<file path="src/rtl/tdl_term_ram.sv">
// Previous-term byte store, one write and one registered read port.
`timescale 1ns / 1ps
module tdl_term_ram #(
   parameter int DEPTH = 256,
   parameter int AW = 8
) (
   input  logic          clock,
   input  logic          wr_en,
   input  logic [AW-1:0] wr_addr,
   input  logic [7:0]    wr_data,
   input  logic          rd_en,
   input  logic [AW-1:0] rd_addr,
   output logic [7:0]    rd_data
);
   logic [7:0] mem [DEPTH];

   always_ff @(posedge clock) begin
      if (wr_en) begin
         mem[wr_addr] <= wr_data;
      end
   end

   always_ff @(posedge clock) begin
      if (rd_en) begin
         rd_data <= mem[rd_addr];
      end
   end
endmodule

</file>
<file path="config.mk">
export PLATFORM = sky130hd
export DESIGN_NAME = tdl_term_ram
export DESIGN_NICKNAME = d
export VERILOG_FILES = /design/src/rtl/tdl_term_ram.sv
export SDC_FILE = /design/constraint.sdc
export NUM_CORES = 2
export LEC_CHECK = 0
export ABC_AREA = 1
export BUFFER_PORTS_ARGS = -buffer_cell sky130_fd_sc_hd__clkbuf_2
export CAP_MARGIN = 20
export CORE_MARGIN = 1.5
export CORE_UTILIZATION = 45
export DETAILED_ROUTE_END_ITERATION = 16
export GPL_TIMING_DRIVEN = 0
export SYNTH_ARGS = -nofsm -noshare
export SYNTH_HDL_FRONTEND = slang
export SYNTH_SLANG_ARGS = --single-unit
</file>
<file path="constraint.sdc">
create_clock -name clock -period 3.2 [get_ports clock]
set_input_delay 0.64 -clock clock [delete_from_list [all_inputs] [get_ports clock]]
set_output_delay 0.64 -clock clock [all_outputs]
set_load 0.005 [all_outputs]
</file>
==> out/results.tsv <==
metric	value	unit
CP Class	input pin to flip-flop	
XOR/XNOR Fraction of Synth Area	0	%
CP delay by family, top	buffers and inverters	
CP arrival	4210	ps
failing checks	setup timing	
largest family of logic cells by synthesized area	simple AND/OR/NAND/NOR gates	
GRT overflow	0	
multiplexer share of the synthesized area	0	%
relative slew slack	12.1	%
status	finished with violations	
area grow syn2layout	13.8	%
post-synthesis simple-gate area fraction	22.9	%
Final Slew Violations	0	
crit-path most repeated cell	nand3_1	
post-synthesis cell type count	13	
remaining antenna violation count	0	
post-CTS setup buffers	0	
area of the mapped netlist	83500	sq um
final WL	356000	um
clock-pin slew on the worst setup and hold paths	60	ps
DRC viols	0	
FMAX	288	MHz
wire per inst	35.6	um
die height	434	um
Die X	434	um
root buffer cell	clkbuf_16	
Worst Path Required	3940	ps
multi-input logic area	19200	sq um
CTS Buf Count	209	
Cells after Synth	7003	
synthesized flop and latch total	2056	
nets	7368	
cell count after placement	9574	
vias in the first global route	56200	
adder-cell area share of the yosys netlist	0	%
initial antenna violation count	17	
CP peak stage delay	920	ps
Synth warnings	0	
max_cap viols	0	
FP Rows	157	
TritonCTS sink count	2056	
Least-Margin Pin Slew	1320	ps
P per Cell Area	617	nW/um^2
fraction of the mapped netlist area in compound gates	0	%
Core Region	184000	sq um
routability congestion estimate	1.07	
Die Footprint	188000	sq um
critical path startpoint category	input pin	
Total Routing Usage GR	37.5	%
Leak	33.3	nW
layout cells sized above 1	10.5	%
detailed-route vias per instance	6.26	
CP endpoint kind	flip-flop	
Worst Setup Slack, final	-269	ps
Final Hold Vio Count	0	
crit-path max FO	10	
syn_area_per_cell	11.9	sq um
RSZ-0062 raised after global routing	no	
Fillers	15900	
critical-path cell list	buf_2, clkbuf_1, clkdlybuf4s15_1, nand3_1, nand3_1, nand3_1, nand3_1, nand3_1, nand2_1, nand2_1, nand2_1	
register area share after synthesis	74.0	%
CTS tree	yes	
DP Wirelength	249000	um
IO Pins	35	
DR iter-0 viols	11900	
Non-Filler Instances	9986	
DR vias	62500	
Reg area	61700	sq um
first-pass GRT wire length	473000	um
hold_ws	139	ps
Tmin final	3470	ps
# port buffers	27	
Tightest Hold Check Type	input pin to flip-flop	
final-report setup violation count	8	
Crit-path slowest cell	clkdlybuf4s15_1	
largest net degree at the start of global routing	147	
maximum vdd drop	0.637	mV
Buffers & Inverters on Critical Path	3	
maximum root-to-sink buffer count	3	
Starting Density	45.4	%
Pre-Repair DR Iteration Count	8	
H-tree Lvls	4	
clock latency on the worst-skew pair	880	ps
final period utilization	108	%
skew final	29.8	ps
Syn Nets	7030	
[registers in the layout, indices dropped and copies added (netlist names)]
| signal | cells |
|---|---|
| rd_data | 8 |
| mem | 2048 |
[cell usage after synthesis (all sizes together)]
cell type | number | area, sq um
nor2 | 283 | 1060
clkbuf | 112 | 420
buf | 371 | 2030
edfxtp | 2056 | 61700
nand3 | 2019 | 10100
inv | 39 | 149
nand2 | 2123 | 7970
[through the flow]
stage	worst slack, ps	power, W	setup TNS [ps]	util [%]	instance area [sq um]
finish	-269	0.0586	-1250	51.7	95000
global route	3.65	0.0595	0	51.7	94900
CTS	9.21	0.0582	0	51.6	94700
detailed placement	-1110	0.0346	-214870	48.0	88100
global placement	-3050	0.0347	-6045600	47.2	86700
floorplan	1070	0.0321	0	-	83500
[kinds of logic (layout without fill, tap and decap cells)]
logic type	Yosys count	in the layout
and+or+nand+nor	4425	4425
buffers and inverters	522	1030
other	0	11
DFF	2056	2056
[what timing repair did]
item / CTS / global route
endpoints found under the setup margin: 8 / 3
resized for setup: 4 / 8
hold buffers: 0 / 0
[layer usage]
layer  GRT usage, %  vias to the layer above  part of all wire, %
met4           21.5                       16                  6.8
li1               -                    25600                    -
met2           53.0                     4980                   42
met5              0                        -                0.077
met1           51.9                    31100                   38
met3           10.7                      875                   14
[cells in the final DEF (no fill, tap or decap), types with 33 or more instances in the layout]
master        n
nand2_1    2123
edfxtp_1   2056
nand3_1    2019
buf_2       267
nor2_1      265
clkbuf_16   213
clkbuf_1    139
buf_4        68
clkinv_1     45
clkbuf_2     42
buf_6        40
buf_1        40
clkinv_2     39
inv_1        36
buf_8        33
[area by class of cell]
class	count	area share, %
Clock inverter	117	1.14
Multi-Input combinational cell	4425	20.2
Buffer	483	2.62
Timing Repair Buffer	127	1.77
Tap cell	2464	3.25
Antenna cell	11	0.0290
Clock buffer	264	5.81
Sequential cell	2056	65.0
Inverter	39	0.157
[worst paths after layout]
path	end	startpoint	slack [ps]	depth (start not counted)
worst max-delay path	rd_data[6]	rd_addr[2]	-270	11
worst min-delay path	rd_data[7]	rd_en	140	1
worst max register to register	rd_data[1]	mem[193][1]	720	10
worst min register to register	rd_data[6]	mem[166][6]	1140	10
[report_power, final]
group	switching [W]	total (W)	internal, W
registers	0.0000171	0.0297	0.0297
logic	0.00367	0.00460	0.000927
clock network	0.0107	0.0243	0.0136
total	0.0143	0.0586	0.0442
Power figures use the tool's default switching activity.
