**config.mk**
```make
export PLATFORM = sky130hd
export DESIGN_NAME = tdl_out_queue_flat
export DESIGN_NICKNAME = d
export VERILOG_FILES = /design/src/rtl/tdl_pkg.sv /design/src/rtl/tdl_if.sv /design/src/rtl/tdl_out_queue.sv /design/src/flat_wrapper.sv
export SDC_FILE = /design/constraint.sdc
export NUM_CORES = 1
export LEC_CHECK = 0
export BUFFER_PORTS_ARGS = -buffer_cell sky130_fd_sc_hd__buf_4
export CORE_MARGIN = 2
export CORE_UTILIZATION = 57
export DETAILED_ROUTE_END_ITERATION = 8
export GPL_ROUTABILITY_DRIVEN = 0
export PLACE_DENSITY = 0.87
export RECOVER_POWER = 50
export SLEW_MARGIN = 20
export SYNTH_ARGS = -nofsm -noshare
export SYNTH_HDL_FRONTEND = slang
export SYNTH_SLANG_ARGS = --single-unit
```
**constraint.sdc**
```tcl
create_clock -name clock -period 3.97 [get_ports clock]
set_clock_uncertainty 0.05 [all_clocks]
set_input_delay 0 -clock clock [delete_from_list [all_inputs] [get_ports clock]]
set_output_delay 0 -clock clock [all_outputs]
set_load 0.02 [all_outputs]
```
**src/rtl/tdl_pkg.sv**
```systemverilog
// Types and constants shared by the term/document literal parser.
`timescale 1ns / 1ps
package tdl_pkg;
   localparam logic [3:0] PH_BETWEEN    = 4'd0;
   localparam logic [3:0] PH_TERM       = 4'd1;
   localparam logic [3:0] PH_ESC        = 4'd2;
   localparam logic [3:0] PH_AFTER_QUOTE = 4'd3;
   localparam logic [3:0] PH_TF_FIRST   = 4'd4;
   localparam logic [3:0] PH_TF_DIGITS  = 4'd5;
   localparam logic [3:0] PH_POS_FIRST  = 4'd6;
   localparam logic [3:0] PH_POS_DIGITS = 4'd7;
   localparam logic [3:0] PH_POS_DONE   = 4'd8;

   localparam logic [1:0] CMP_EQ = 2'd0;
   localparam logic [1:0] CMP_LT = 2'd1;
   localparam logic [1:0] CMP_GT = 2'd2;

   localparam logic [2:0] K_BYTE   = 3'd0;
   localparam logic [2:0] K_END    = 3'd1;
   localparam logic [2:0] K_POS    = 3'd2;
   localparam logic [2:0] K_OK     = 3'd3;
   localparam logic [2:0] K_NONCAN = 3'd4;
   localparam logic [2:0] K_ERR    = 3'd5;

   localparam logic [4:0] E_NONE       = 5'd0;
   localparam logic [4:0] E_QUOTE      = 5'd1;
   localparam logic [4:0] E_UNTERM     = 5'd2;
   localparam logic [4:0] E_BSLASH     = 5'd3;
   localparam logic [4:0] E_COLON      = 5'd4;
   localparam logic [4:0] E_TF_DIGIT   = 5'd5;
   localparam logic [4:0] E_TF_RANGE   = 5'd6;
   localparam logic [4:0] E_MIXED      = 5'd7;
   localparam logic [4:0] E_FEW_POS    = 5'd8;
   localparam logic [4:0] E_POS_DIGIT  = 5'd9;
   localparam logic [4:0] E_POS_RANGE  = 5'd10;
   localparam logic [4:0] E_MANY_POS   = 5'd11;
   localparam logic [4:0] E_TRAILING   = 5'd12;
   localparam logic [4:0] E_TF_ZERO    = 5'd13;
   localparam logic [4:0] E_TERM_ORDER = 5'd14;
   localparam logic [4:0] E_POS_ORDER  = 5'd15;
   localparam logic [4:0] E_TOO_LONG   = 5'd16;

   localparam logic [30:0] TF_MAX  = 31'h7fffffff;
   localparam logic [30:0] POS_MAX = 31'h3fffffff;

   typedef struct packed {
      logic [2:0]  kind;
      logic [30:0] value;
      logic [1:0]  label;
      logic [4:0]  error_code;
      logic        last;
   } rsp_type;

   function automatic logic [2:0] label_of(input logic [7:0] c);
      case (c)
         8'h44:   label_of = 3'b100;
         8'h43:   label_of = 3'b101;
         8'h42:   label_of = 3'b110;
         8'h41:   label_of = 3'b111;
         default: label_of = 3'b000;
      endcase
   endfunction
endpackage

```
**src/rtl/tdl_if.sv**
```systemverilog


interface tdl_rsp_if;
   logic        valid;
   logic        ready;
   logic [2:0]  kind;
   logic [30:0] value;
   logic [1:0]  label;
   logic [4:0]  error_code;
   logic        last;
   modport source (output valid, output kind, output value, output label,
                   output error_code, output last, input ready);
   modport sink (input valid, input kind, input value, input label,
                 input error_code, input last, output ready);
endinterface

```
**src/rtl/tdl_out_queue.sv**
```systemverilog
// Small result queue that decouples the parser from the result channel.
`timescale 1ns / 1ps
module tdl_out_queue (
   input  logic               clock,
   input  logic               reset,
   input  logic [1:0]         push_n,
   input  tdl_pkg::rsp_type   push0,
   input  tdl_pkg::rsp_type   push1,
   output logic               room,
   tdl_rsp_if.source          rsp
);
   import tdl_pkg::*;

   rsp_type     q_ff [4];
   logic [1:0]  rd_ff, rd_in, wr_ff, wr_in;
   logic [2:0]  cnt_ff, cnt_in;
   logic        pop;

   assign pop  = rsp.valid && rsp.ready;
   assign room = (cnt_ff <= 3'd2) || (cnt_ff == 3'd3 && pop);
   assign rsp.valid      = cnt_ff != 3'd0;
   assign rsp.kind       = q_ff[rd_ff].kind;
   assign rsp.value      = q_ff[rd_ff].value;
   assign rsp.label      = q_ff[rd_ff].label;
   assign rsp.error_code = q_ff[rd_ff].error_code;
   assign rsp.last       = q_ff[rd_ff].last;

   always_comb begin
      rd_in  = rd_ff + {1'b0, pop};
      wr_in  = wr_ff + push_n;
      cnt_in = cnt_ff + {1'b0, push_n} - {2'b0, pop};
   end

   always_ff @(posedge clock) begin
      if (push_n != 2'd0) begin
         q_ff[wr_ff] <= push0;
      end
      if (push_n == 2'd2) begin
         q_ff[wr_ff + 2'd1] <= push1;
      end
   end

   always_ff @(posedge clock) begin
      if (reset) begin
         rd_ff  <= '0;
         wr_ff  <= '0;
         cnt_ff <= '0;
      end else begin
         rd_ff  <= rd_in;
         wr_ff  <= wr_in;
         cnt_ff <= cnt_in;
      end
   end
endmodule

```
**src/flat_wrapper.sv**
```systemverilog
// flat-port wrapper written by rule: the top's interface ports become plain ports
module tdl_out_queue_flat import tdl_pkg::*;
  (clock, reset, push_n, push0, push1, room, rsp_valid, rsp_kind, rsp_value, rsp_label, rsp_error_code, rsp_last, rsp_ready);
  tdl_rsp_if rsp_i ();
  input  logic clock;
  input  logic reset;
  input  logic [1:0] push_n;
  input  tdl_pkg::rsp_type push0;
  input  tdl_pkg::rsp_type push1;
  output logic room;
  output wire logic [$bits(rsp_i.valid)-1:0] rsp_valid;
  output wire logic [$bits(rsp_i.kind)-1:0] rsp_kind;
  output wire logic [$bits(rsp_i.value)-1:0] rsp_value;
  output wire logic [$bits(rsp_i.label)-1:0] rsp_label;
  output wire logic [$bits(rsp_i.error_code)-1:0] rsp_error_code;
  output wire logic [$bits(rsp_i.last)-1:0] rsp_last;
  input wire logic [$bits(rsp_i.ready)-1:0] rsp_ready;
  assign rsp_valid = rsp_i.valid;
  assign rsp_kind = rsp_i.kind;
  assign rsp_value = rsp_i.value;
  assign rsp_label = rsp_i.label;
  assign rsp_error_code = rsp_i.error_code;
  assign rsp_last = rsp_i.last;
  assign rsp_i.ready = rsp_ready;
  tdl_out_queue u_core (.clock(clock), .reset(reset), .push_n(push_n), .push0(push0), .push1(push1), .room(room), .rsp(rsp_i));
endmodule
```
==> run_results.csv <==
group,metric,value,unit
global_route,antenna_found_initial,0,
logic_synthesis,yosysSeqAreaShare,60.02,%
sta,maxSlewViolCount,117,
pwr,p_switching,1.675,mW
pwr,p_int,4.204,mW
clock_network,clk_pin_slew_worst_paths,0.07,ns
placement,port-buffer-count,132,
die,ioPinCount,133,
final_layout,diodes,0,
logic_synthesis,synthArstFlopShare,0,%
logic_synthesis,synth_area,8638,um^2
critical_path,crit_path_max_incr_delay,1.16,ns
critical_path,worst_setup_path_end_kind,"register",
critical_path,cp_num_cells,4,
critical_path,path_buf_inv,2,
pwr,comb_power_share,25.8,%
outcome,status,"complete, but fails checks",
logic_synthesis,syn_nets,552,
die,die_w,127.1,um
sta,rsz0062_at_grt,"no",
sta,finalSetupTns,0,ns
routing,wl_per_cell,25.21,um
logic_synthesis,synth_area_leaders,"edfxtp_1, mux2_2, mux4_2",
clock_network,clk_latency,0.44,ns
die,num_rows,44,
critical_path,path_max_fanout,23,
sta,slew_headroom,-12.10,%
global_route,track_usage,29.50,%
routing,antenna_left,0,
logic_synthesis,yosys-top-cells-count,"edfxtp_1, mux2_2, mux4_2, mux2_4, buf_2",
final_layout,fillers,776,
final_layout,multi_input_area,3217,um^2
die,initial_core_util,58.99,%
final_layout,final_nets,811,
pwr,sw_frac_of_total,28.49,%
critical_path,required,4.10,ns
logic_synthesis,yosysMostFrequentCell,"edfxtp_1",
routing,first_iter_violations,585,
routing,wl,23010,um
die,die-area,16160,um^2
pwr,p_per_area,510.0,nW/um^2
logic_synthesis,synth.distinct_cells,28,
hold_path,hold_path_class,"in -> reg",
pwr,p_clk_share,31.9,%
critical_path,crit_arrival,3.58,ns
die,core-area,14640,um^2
clock_network,htreeDepth,4,
sta,setup_viol,0,
sta,timing.hold.ws,0.08934,ns
global_route,overflow,0,
outcome,violations,"capacitance limit, slew limit",
critical_path,crit_path_start_kind,"register",
sta,finalHoldViolations,0,
clock_network,cts_tree,"done",
logic_synthesis,synth_flop_cell,"edfxtp_1",
clock_network,clock-sinks,175,
flow_run,cap_viol_max_count,5,
logic_synthesis,avgSynthCellArea,18.90,um^2
logic_synthesis,ys_warn_count,0,
die,die_h,127.1,um
clock_network,holdBufCountCts,129,
logic_synthesis,syn-instance-count,457,
pwr,peakVddDrop,0.3622,mV
routing,num_vias,5639,
sta,fmax,290.1,MHz
critical_path,rrSetupSlack,0.52,ns
clock_network,cts-resized-gates,0,
sta,tightest_slew,1.682,ns
routing,dr.pass1.iters,5,
logic_synthesis,yosysTopAreaCell,"edfxtp_1",
critical_path,reg2reg_to,"u_core.q_ff[2][41]$_DFFE_PP_",
critical_path,setup.worst_path.start,"u_core.wr_ff[1]$_SDFF_PP0_",
sta,finalCritPeriodShare,86.84,%
sta,finalCriticalPeriod,3.448,ns
placement,dp_hpwl,11290,um
logic_synthesis,synth_top_area_share,58.40,%
clock_network,clock_path_buffers,2,
critical_path,path_cells,"and4bb_1 -> buf_4 -> mux2_2 -> dlygate4sd3_1",
logic_synthesis,synth_edf_count,168,
global_route,grt_max_degree,44,
global_route,first_global_vias,6227,
critical_path,reg2reg_from,"u_core.wr_ff[1]$_SDFF_PP0_",
critical_path,endpoint,"u_core.q_ff[2][41]$_DFFE_PP_",
final_layout,seqCellArea,5187,um^2
routing,drc,0,
critical_path,crit_family,"simple AND/OR/NAND/NOR gates",
clock_network,clockRootBuffer,"clkbuf_16",
critical_path,crit_path_top_delay_cell,"and4bb_1",
logic_synthesis,ys_ff_latch,175,
critical_path,crit_type,"reg -> reg",
global_route,grt_pass1_wl,35200,um
final_layout,layout-drive-gt1-share,45.95,%
final_layout,areaGrowthSynthToFinish,33.44,%
clock_network,cts_buffers,17,
pwr,sequentialPowerShare,42.2,%
routing,vias_per_cell,6.176,
pwr,p_leak,4.121,nW
clock_network,post_cts_buffers,0,
critical_path,worstRegToRegCells,4,
==> per-layer routing <==
metal,vias up,part of all wire (%),GRT usage [%]
met5,-,0,0
met4,0,2.5,11.83
met3,52,7.1,6.449
met2,314,52,50.51
met1,2908,38,36.98
li1,2365,-,-
==> worst min path at each step <==
stage               startpoint                          end  cells after the start
detailed placement       reset   u_core.rd_ff[1]$_SDFF_PP0_                      2
CTS                  rsp_ready   u_core.rd_ff[0]$_SDFF_PP0_                      4
global placement         reset   u_core.rd_ff[0]$_SDFF_PP0_                      2
global route         rsp_ready   u_core.rd_ff[0]$_SDFF_PP0_                      4
floorplan                reset  u_core.cnt_ff[0]$_SDFF_PP0_                      1
finish               rsp_ready   u_core.rd_ff[0]$_SDFF_PP0_                      4
==> cell families (layout without fill, tap and decap cells) <==
| logic type | Yosys count | in the layout | share of synthesized area, % |
|---|---|---|---|
| flops | 175 | 175 | 60.02 |
| simple gates | 20 | 20 | 1.724 |
| mux | 211 | 211 | 33.84 |
| xor+xnor | 3 | 3 | 0.6228 |
| fa+ha+maj | 6 | 6 | 0.9560 |
| buf+inv | 39 | 311 | 2.651 |
| compound gates | 3 | 3 | 0.1883 |
==> cell usage in the layout (no fill, tap or decap), types with 2 or more instances in the layout <==
| master | Yosys | routed |
|---|---|---|
| clkinv_2 | 0 | 4 |
| dfxtp_2 | 0 | 2 |
| xnor3_1 | 2 | 2 |
| inv_1 | 7 | 7 |
| mux4_2 | 42 | 42 |
| ha_1 | 5 | 5 |
| dfxtp_1 | 7 | 5 |
| dlygate4sd3_1 | 0 | 129 |
| bufinv_16 | 0 | 6 |
| edfxtp_1 | 168 | 168 |
| mux2_4 | 20 | 13 |
| nor2_1 | 5 | 4 |
| mux2_1 | 0 | 14 |
| clkbuf_16 | 0 | 17 |
| clkbuf_1 | 4 | 39 |
| and4bb_1 | 0 | 2 |
| nor2b_1 | 5 | 5 |
| clkinv_1 | 0 | 4 |
| buf_4 | 9 | 104 |
| mux2_2 | 148 | 141 |
==> through the flow <==
step	cell area, um^2	utilization (%)	cells	total power [mW]	setup WS [ns]
after floorplan	8638	-	457	3.429	0.4411
after global placement	9782	66.80	752	3.963	1.565
after detailed placement	9782	66.80	752	4.013	1.496
after CTS	11720	80.04	913	5.963	0.9984
after global routing	11530	78.72	913	6.058	0.4545
final	11530	78.72	913	5.879	0.5223
==> cell type report <==
class	instances	area share (%)
Sequential cell	175	45.00
Multi-Input combinational cell	243	27.91
Timing Repair Buffer	272	19.24
Clock buffer	17	3.690
Tap cell	184	1.997
Clock inverter	15	1.932
Inverter	7	0.2279
==> flip-flops by register name (all words and copies together) (netlist names) <==
signal and flops:
u_core.q_ff 168, u_core.cnt_ff 3, u_core.rd_ff 2, u_core.wr_ff 2
==> power groups by stage <==
stage	combinational (mW)	clock, mW	sequential [mW]
floorplan	1.07	0	2.36
global placement	1.47	0	2.49
detailed placement	1.50	0	2.51
CTS	1.63	1.85	2.48
global route	1.60	1.94	2.51
finish	1.52	1.88	2.48
==> worst register-to-register path, cell delays in order (launching register included) <==
cell and delay [ns]:
dfxtp_1 0.48, and4bb_1 1.16, buf_4 0.53, mux2_2 0.40
dlygate4sd3_1 0.57
Power figures use the tool's default switching activity.
